**src/hw/rtl/utf8vw_pkg.sv**
```systemverilog
// Shared types and byte-class constants for the UTF-8 display width counter.
package utf8vw_pkg;

    localparam int WIDTH_BITS_DEFAULT = 16;
    localparam int VIS_WIDTH_W = 16;

    localparam logic [1:0] CONT_TAG  = 2'b10;
    localparam logic [2:0] LEAD2_TAG = 3'b110;
    localparam logic [3:0] LEAD3_TAG = 4'b1110;
    localparam logic [4:0] LEAD4_TAG = 5'b11110;

    // Continuation byte counts announced by each lead form.
    localparam logic [1:0] CONT_NONE = 2'd0;
    localparam logic [1:0] CONT_ONE  = 2'd1;
    localparam logic [1:0] CONT_TWO  = 2'd2;
    localparam logic [1:0] CONT_THREE = 2'd3;

    typedef struct packed {
        logic       is_nul;
        logic       is_ascii;
        logic       is_cont;
        logic       is_lead;
        logic [1:0] lead_cont;
    } byte_class_t;

endpackage

```
**src/hw/rtl/utf8vw_decode.sv**
```systemverilog
// Byte classifier: end of string, ASCII, continuation and lead forms.
module utf8vw_decode (
    input  logic [7:0]               data_byte,
    output utf8vw_pkg::byte_class_t  cls
);

    always_comb begin
        cls.is_nul    = (data_byte == 8'h00);
        cls.is_ascii  = !data_byte[7] && (data_byte != 8'h00);
        cls.is_cont   = (data_byte[7:6] == utf8vw_pkg::CONT_TAG);
        cls.is_lead   = 1'b0;
        cls.lead_cont = utf8vw_pkg::CONT_NONE;
        if (data_byte[7:5] == utf8vw_pkg::LEAD2_TAG) begin
            cls.is_lead   = 1'b1;
            cls.lead_cont = utf8vw_pkg::CONT_ONE;
        end else if (data_byte[7:4] == utf8vw_pkg::LEAD3_TAG) begin
            cls.is_lead   = 1'b1;
            cls.lead_cont = utf8vw_pkg::CONT_TWO;
        end else if (data_byte[7:3] == utf8vw_pkg::LEAD4_TAG) begin
            cls.is_lead   = 1'b1;
            cls.lead_cont = utf8vw_pkg::CONT_THREE;
        end
    end

endmodule

```
**src/hw/rtl/utf8vw_track.sv**
```systemverilog
// String state: pending continuations, saturating width and sticky error.
module utf8vw_track #(
    parameter int WIDTH_BITS = utf8vw_pkg::WIDTH_BITS_DEFAULT
) (
    input  logic                     aclk,
    input  logic                     aresetn,
    input  logic                     step,
    input  utf8vw_pkg::byte_class_t  cls,
    output logic [WIDTH_BITS-1:0]    res_width,
    output logic                     res_malformed
);

    logic [1:0]            pend_reg, pend_next;
    logic [WIDTH_BITS-1:0] acc_reg, acc_next;
    logic                  err_reg, err_next;
    logic [WIDTH_BITS:0]   sum;
    logic [WIDTH_BITS-1:0] sat_sum;
    logic [1:0]            amount;

    assign amount  = cls.is_ascii ? 2'd1 : 2'd2;
    assign sum     = {1'b0, acc_reg} + {{(WIDTH_BITS-1){1'b0}}, amount};
    // A carry out means the sum passed the all-ones limit.
    assign sat_sum = sum[WIDTH_BITS] ? {WIDTH_BITS{1'b1}} : sum[WIDTH_BITS-1:0];

    assign res_malformed = err_reg || (pend_reg != utf8vw_pkg::CONT_NONE);
    assign res_width     = res_malformed ? '0 : acc_reg;

    always_comb begin
        pend_next = pend_reg;
        acc_next  = acc_reg;
        err_next  = err_reg;
        if (step) begin
            if (cls.is_nul) begin
                pend_next = utf8vw_pkg::CONT_NONE;
                acc_next  = '0;
                err_next  = 1'b0;
            end else if (err_reg) begin
                err_next = 1'b1;
            end else if (pend_reg != utf8vw_pkg::CONT_NONE) begin
                if (cls.is_cont) begin
                    pend_next = pend_reg - 2'd1;
                end else begin
                    err_next = 1'b1;
                end
            end else if (cls.is_ascii) begin
                acc_next = sat_sum;
            end else if (cls.is_lead) begin
                acc_next  = sat_sum;
                pend_next = cls.lead_cont;
            end else begin
                err_next = 1'b1;
            end
        end
    end

    always_ff @(posedge aclk) begin
        if (!aresetn) begin
            pend_reg <= utf8vw_pkg::CONT_NONE;
            acc_reg  <= '0;
            err_reg  <= 1'b0;
        end else begin
            pend_reg <= pend_next;
            acc_reg  <= acc_next;
            err_reg  <= err_next;
        end
    end

    a_nul_clears: assert property (@(posedge aclk) disable iff (!aresetn)
        step && cls.is_nul |=> (acc_reg == '0) && (pend_reg == '0) && !err_reg)
        else $error("state not cleared after end of string");

    a_err_sticky: assert property (@(posedge aclk) disable iff (!aresetn)
        err_reg && step && !cls.is_nul |=> err_reg && $stable(acc_reg))
        else $error("error cleared or width moved before end of string");

    a_width_monotonic: assert property (@(posedge aclk) disable iff (!aresetn)
        step && !cls.is_nul |=> acc_reg >= $past(acc_reg))
        else $error("width decreased within a string");

endmodule

```
**src/hw/rtl/utf8_visual_width_counter_unit.sv**
```systemverilog
// Top level: input register, byte classify and state update, result register.
// A NUL byte passes through the input register and then the result register; its
// result is valid on m_axis once it has been written into the result register.
// Throughput: one byte per cycle unless a NUL is held; the state update is a single
// classify and saturating add between the input register and the state registers.
// A NUL waits in the input register only while an earlier result is unclaimed.
// Reset (aresetn low, synchronous) empties both registers and clears the state.
module utf8_visual_width_counter_unit #(
    parameter int WIDTH_BITS = utf8vw_pkg::WIDTH_BITS_DEFAULT
) (
    input  logic        aclk,
    input  logic        aresetn,
    input  logic        s_axis_tvalid,
    output logic        s_axis_tready,
    input  logic [7:0]  s_axis_tdata,   // [7:0] data_byte
    output logic        m_axis_tvalid,
    input  logic        m_axis_tready,
    output logic [23:0] m_axis_tdata    // [15:0] visual_width, [16] malformed, rest zero
);

    localparam int VW = utf8vw_pkg::VIS_WIDTH_W;

    logic                    in_valid_reg;
    logic [7:0]              in_byte_reg;
    logic                    out_valid_reg;
    logic [VW-1:0]           out_width_reg;
    logic                    out_mal_reg;
    utf8vw_pkg::byte_class_t cls;
    logic [WIDTH_BITS-1:0]   res_width;
    logic                    res_malformed;
    logic [WIDTH_BITS+VW-1:0] width_ext;
    logic                    out_free;
    logic                    step;

    utf8vw_decode u_decode (
        .data_byte (in_byte_reg),
        .cls       (cls)
    );

    utf8vw_track #(
        .WIDTH_BITS (WIDTH_BITS)
    ) u_track (
        .aclk          (aclk),
        .aresetn       (aresetn),
        .step          (step),
        .cls           (cls),
        .res_width     (res_width),
        .res_malformed (res_malformed)
    );

    assign out_free      = !out_valid_reg || m_axis_tready;
    // Only the end-of-string byte needs room in the result register.
    assign step          = in_valid_reg && (!cls.is_nul || out_free);
    assign s_axis_tready = !in_valid_reg || step;
    assign width_ext     = {{VW{1'b0}}, res_width};

    always_ff @(posedge aclk) begin
        if (!aresetn) begin
            in_valid_reg <= 1'b0;
        end else if (s_axis_tready) begin
            in_valid_reg <= s_axis_tvalid;
        end
    end

    always_ff @(posedge aclk) begin
        if (s_axis_tready && s_axis_tvalid) begin
            in_byte_reg <= s_axis_tdata;
        end
    end

    always_ff @(posedge aclk) begin
        if (!aresetn) begin
            out_valid_reg <= 1'b0;
        end else if (step && cls.is_nul) begin
            out_valid_reg <= 1'b1;
        end else if (m_axis_tready) begin
            out_valid_reg <= 1'b0;
        end
    end

    always_ff @(posedge aclk) begin
        if (step && cls.is_nul) begin
            out_width_reg <= width_ext[VW-1:0];
            out_mal_reg   <= res_malformed;
        end
    end

    assign m_axis_tvalid = out_valid_reg;
    assign m_axis_tdata  = {7'b0, out_mal_reg, out_width_reg};

    a_mal_zero_width: assert property (@(posedge aclk) disable iff (!aresetn)
        m_axis_tvalid && m_axis_tdata[16] |-> (m_axis_tdata[15:0] == 16'h0000))
        else $error("malformed result carries a nonzero width");

endmodule
```
**config.mk**
```make
export PLATFORM = sky130hd
export DESIGN_NAME = utf8_visual_width_counter_unit
export DESIGN_NICKNAME = d
export VERILOG_FILES = /design/src/hw/rtl/utf8vw_pkg.sv /design/src/hw/rtl/utf8vw_decode.sv /design/src/hw/rtl/utf8vw_track.sv /design/src/hw/rtl/utf8_visual_width_counter_unit.sv
export SDC_FILE = /design/constraint.sdc
export NUM_CORES = 1
export LEC_CHECK = 0
export BUFFER_PORTS_ARGS = -buffer_cell sky130_fd_sc_hd__buf_4
export CORE_MARGIN = 1.5
export CORE_UTILIZATION = 60
export CTS_BUF_LIST = sky130_fd_sc_hd__clkbuf_16
export CTS_CLUSTER_SIZE = 10
export DETAILED_ROUTE_END_ITERATION = 6
export PLACE_DENSITY = 0.87
export SKIP_LAST_GASP = 1
export SLEW_MARGIN = 10
export SYNTH_ARGS = -nofsm -noshare
export SYNTH_HDL_FRONTEND = slang
export SYNTH_SLANG_ARGS = --single-unit
```
**constraint.sdc**
```tcl
create_clock -name aclk -period 6.9 [get_ports aclk]
set_input_delay 0.345 -clock aclk [delete_from_list [all_inputs] [get_ports aclk]]
set_output_delay 0.345 -clock aclk [all_outputs]
set_load 0.01 [all_outputs]
```
==> results.tsv <==
stage	metric	value	unit
global_route	vias in the first global route	1611	
timing	RSZ-0062 raised after global routing	no	
floorplanning	boundary pin count	38	
synthesis	Syn Inst Count	217	
clocking	Worst-path clk slew	60	ps
placement	dpl cell area	2460	um^2
finish	register area	1170	um^2
finish	Inserted Diodes	0	
clocking	htree depth	2	
synthesis	synthesized area	2240	um^2
pwr	Power Total	558	uW
min_path	Hold/Removal Path Class	in -> reg	
routing	Vias/cell	5.94	
timing	Slew Limit Fails	0	
clocking	CTS Buffer Depth	2	
finish	multi-input logic area	977	um^2
synthesis	Ys Warns	0	
clocking	Resize count post-CTS	0	
timing	Fin Setup TNS	0	ps
synthesis	ys flop type	edfxtp_1	
routing	Detail Route Antenna Nets	0	
setup_path	CP arrival	3250	ps
clocking	CTS root buffer	clkbuf_16	
routing	WL final	4440	um
timing	hold slack	239	ps
synthesis	post-synthesis sequential area ratio	0.522	
floorplanning	Die Height	64.1	um
finish	Post-Layout Inst Area	2600	um^2
finish	Final Net Count	262	
timing	worst rel slew slack	0.402	
timing	Final period util	0.442	
outcome	status	complete, no violations	
timing	clock skew	2.72	ps
job	Max-Cap Viols	0	
timing	final setup vio count	0	
pwr	maximum VDD drop	150	uV
synthesis	Yosys cell types	48	
synthesis	Synth Area per Inst	10.3	um^2
timing	fmax	328	MHz
global_route	total grt overflow	0	
pwr	Pwr Density	215	nW/um^2
floorplanning	Rows	22	
global_route	largest net degree at the start of global routing	22	
clocking	Skew-Pair Late Insertion Delay	280	ps
setup_path	Crit. End Element	flop	
floorplanning	CORE AREA	3630	um^2
synthesis	ys async rst share	0	
timing	Fin. Hold Viols	0	
setup_path	critical path required time	7100	ps
setup_path	crit path kind	reg -> reg	
placement	gpl congestion	0.900	
finish	fillers	275	
placement	Port Buffers	30	
synthesis	FF+latch count, synth	46	
clocking	CTS tree	yes	
global_route	global-route wire length before repair	7490	um
pwr	Leakage	0.000975	uW
routing	per-cell routed wire length	15.0	um
clocking	total clock sinks	46	
routing	DR iter-0 viols	165	
setup_path	crit start category	flop	
finish	P&R area growth vs syn	16.0	%
clocking	CTS Buf Count	5	
floorplanning	Die ar.	4110	um^2
floorplanning	Initial Utilization	0.617	
clocking	postcts setup bufs	0	
routing	DR DRC count	0	
clocking	CTS Hold Bufs	0	
setup_path	Crit Path Max Fanout	6	
synthesis	Post-synth EDFFs	25	
timing	minimum clock period after layout	3050	ps
routing	Via Count	1759	
routing	drt pass-1 iters	4	
global_route	GRT Overall Usage	0.235	
finish	Final Util	0.716	
floorplanning	Die Wd	64.1	um
finish	share of layout cells above drive strength 1	0.190	
timing	Tightest Pin Transition	893	ps
placement	hpwl dp	3130	um
global_route	initial antenna violation count	0	
==> routing by layer <==
metal	wire length (um)	part of all wire	vias up	GRT usage
met5	0	0	-	0
met4	87	0.020	0	0.0718
met1	1880	0.42	802	0.311
li1	-	-	862	-
met3	296	0.067	10	0.0528
met2	2180	0.49	85	0.388
==> worst max-delay path: stages (launching register included) <==
cell and delay [ps]:
edfxtp_1 460, nor4_2 580, a21oi_1 240, ha_1 280
fa_1 460, and3_1 270, nand2_1 150, nor4_2 80
and4_1 240, a211oi_2 210
==> stage by stage <==
step | instances | setup WS [ps]
floorplan | 223 | 4240
global placement | 288 | 4110
detailed placement | 288 | 3910
CTS | 296 | 3870
global route | 296 | 3610
finish | 296 | 3850
==> path summary, 6_finish.rpt <==
kind                       start             endpoint  slack [ps]  depth (start not counted)
min reg2reg  u_track.acc_reg[10]  u_track.acc_reg[10]         500                          1
max               in_byte_reg[7]  u_track.acc_reg[14]        3850                          9
max reg2reg       in_byte_reg[7]  u_track.acc_reg[14]        3850                          9
min              s_axis_tdata[3]       in_byte_reg[3]         240                          1
==> placed cells by master, fill, tap and decap left out, types with 5 or more instances in the layout <==
master,Yosys,routed
a21boi_0,6,6
a21oi_1,9,9
a32o_1,6,6
and2_1,17,17
buf_4,8,30
clkbuf_16,0,5
conb_1,1,7
dfxtp_1,21,21
edfxtp_1,25,25
inv_1,7,8
nand2_1,16,16
nand3_1,9,9
nand4_1,6,6
nor2_1,15,15
nor3_1,6,6
o21ai_0,11,11
==> area by class of cell <==
class / instances / area share
multi-input combinational: 156 / 0.376
tap: 48 / 0.0231
timing repair buffer: 30 / 0.0866
inverter: 8 / 0.0115
sequential: 46 / 0.450
clock inverter: 3 / 0.00481
clock buffer: 5 / 0.0481
==> Yosys cell counts, types with 2 or more instances <==
| master | instances | area, um^2 |
|---|---|---|
| nand2b_1 | 2 | 12.5 |
| nor2_1 | 15 | 56.3 |
| o22ai_1 | 4 | 25.0 |
| edfxtp_1 | 25 | 751 |
| and4_1 | 2 | 17.5 |
| inv_1 | 7 | 26.3 |
| nor2b_1 | 2 | 12.5 |
| and3_1 | 2 | 12.5 |
| nor4_1 | 2 | 12.5 |
| nor3_1 | 6 | 30.0 |
| a21boi_0 | 6 | 45.0 |
| o31ai_1 | 3 | 22.5 |
| a21oi_1 | 9 | 45.0 |
| clkbuf_1 | 3 | 11.3 |
| nor3b_1 | 3 | 22.5 |
| nand3_1 | 9 | 45.0 |
| a31oi_1 | 4 | 25.0 |
| a32o_1 | 6 | 60.1 |
| buf_4 | 8 | 60.1 |
| nand4_1 | 6 | 37.5 |
| and2_1 | 17 | 106 |
| dfxtp_1 | 21 | 420 |
| nor4_2 | 4 | 50.1 |
| ha_1 | 2 | 25.0 |
| o21ai_0 | 11 | 55.1 |
| nand2_1 | 16 | 60.1 |
==> cell families after synthesis <==
group,count (synthesis),share of synthesized area
compound gates,53,0.166
fa+ha+maj,3,0.0201
buf+inv,21,0.0524
flops,46,0.522
other cells,1,0.00167
simple gates,93,0.238
==> report_power, final <==
group	leakage [uW]	internal (uW)	switching, uW	total [uW]
clock	0.0000724	131	90.7	221
combinational	0.000481	14.5	22.4	37.0
sequential	0.000421	294	6.15	300
Note: power is estimated with default switching activity, not from simulation.
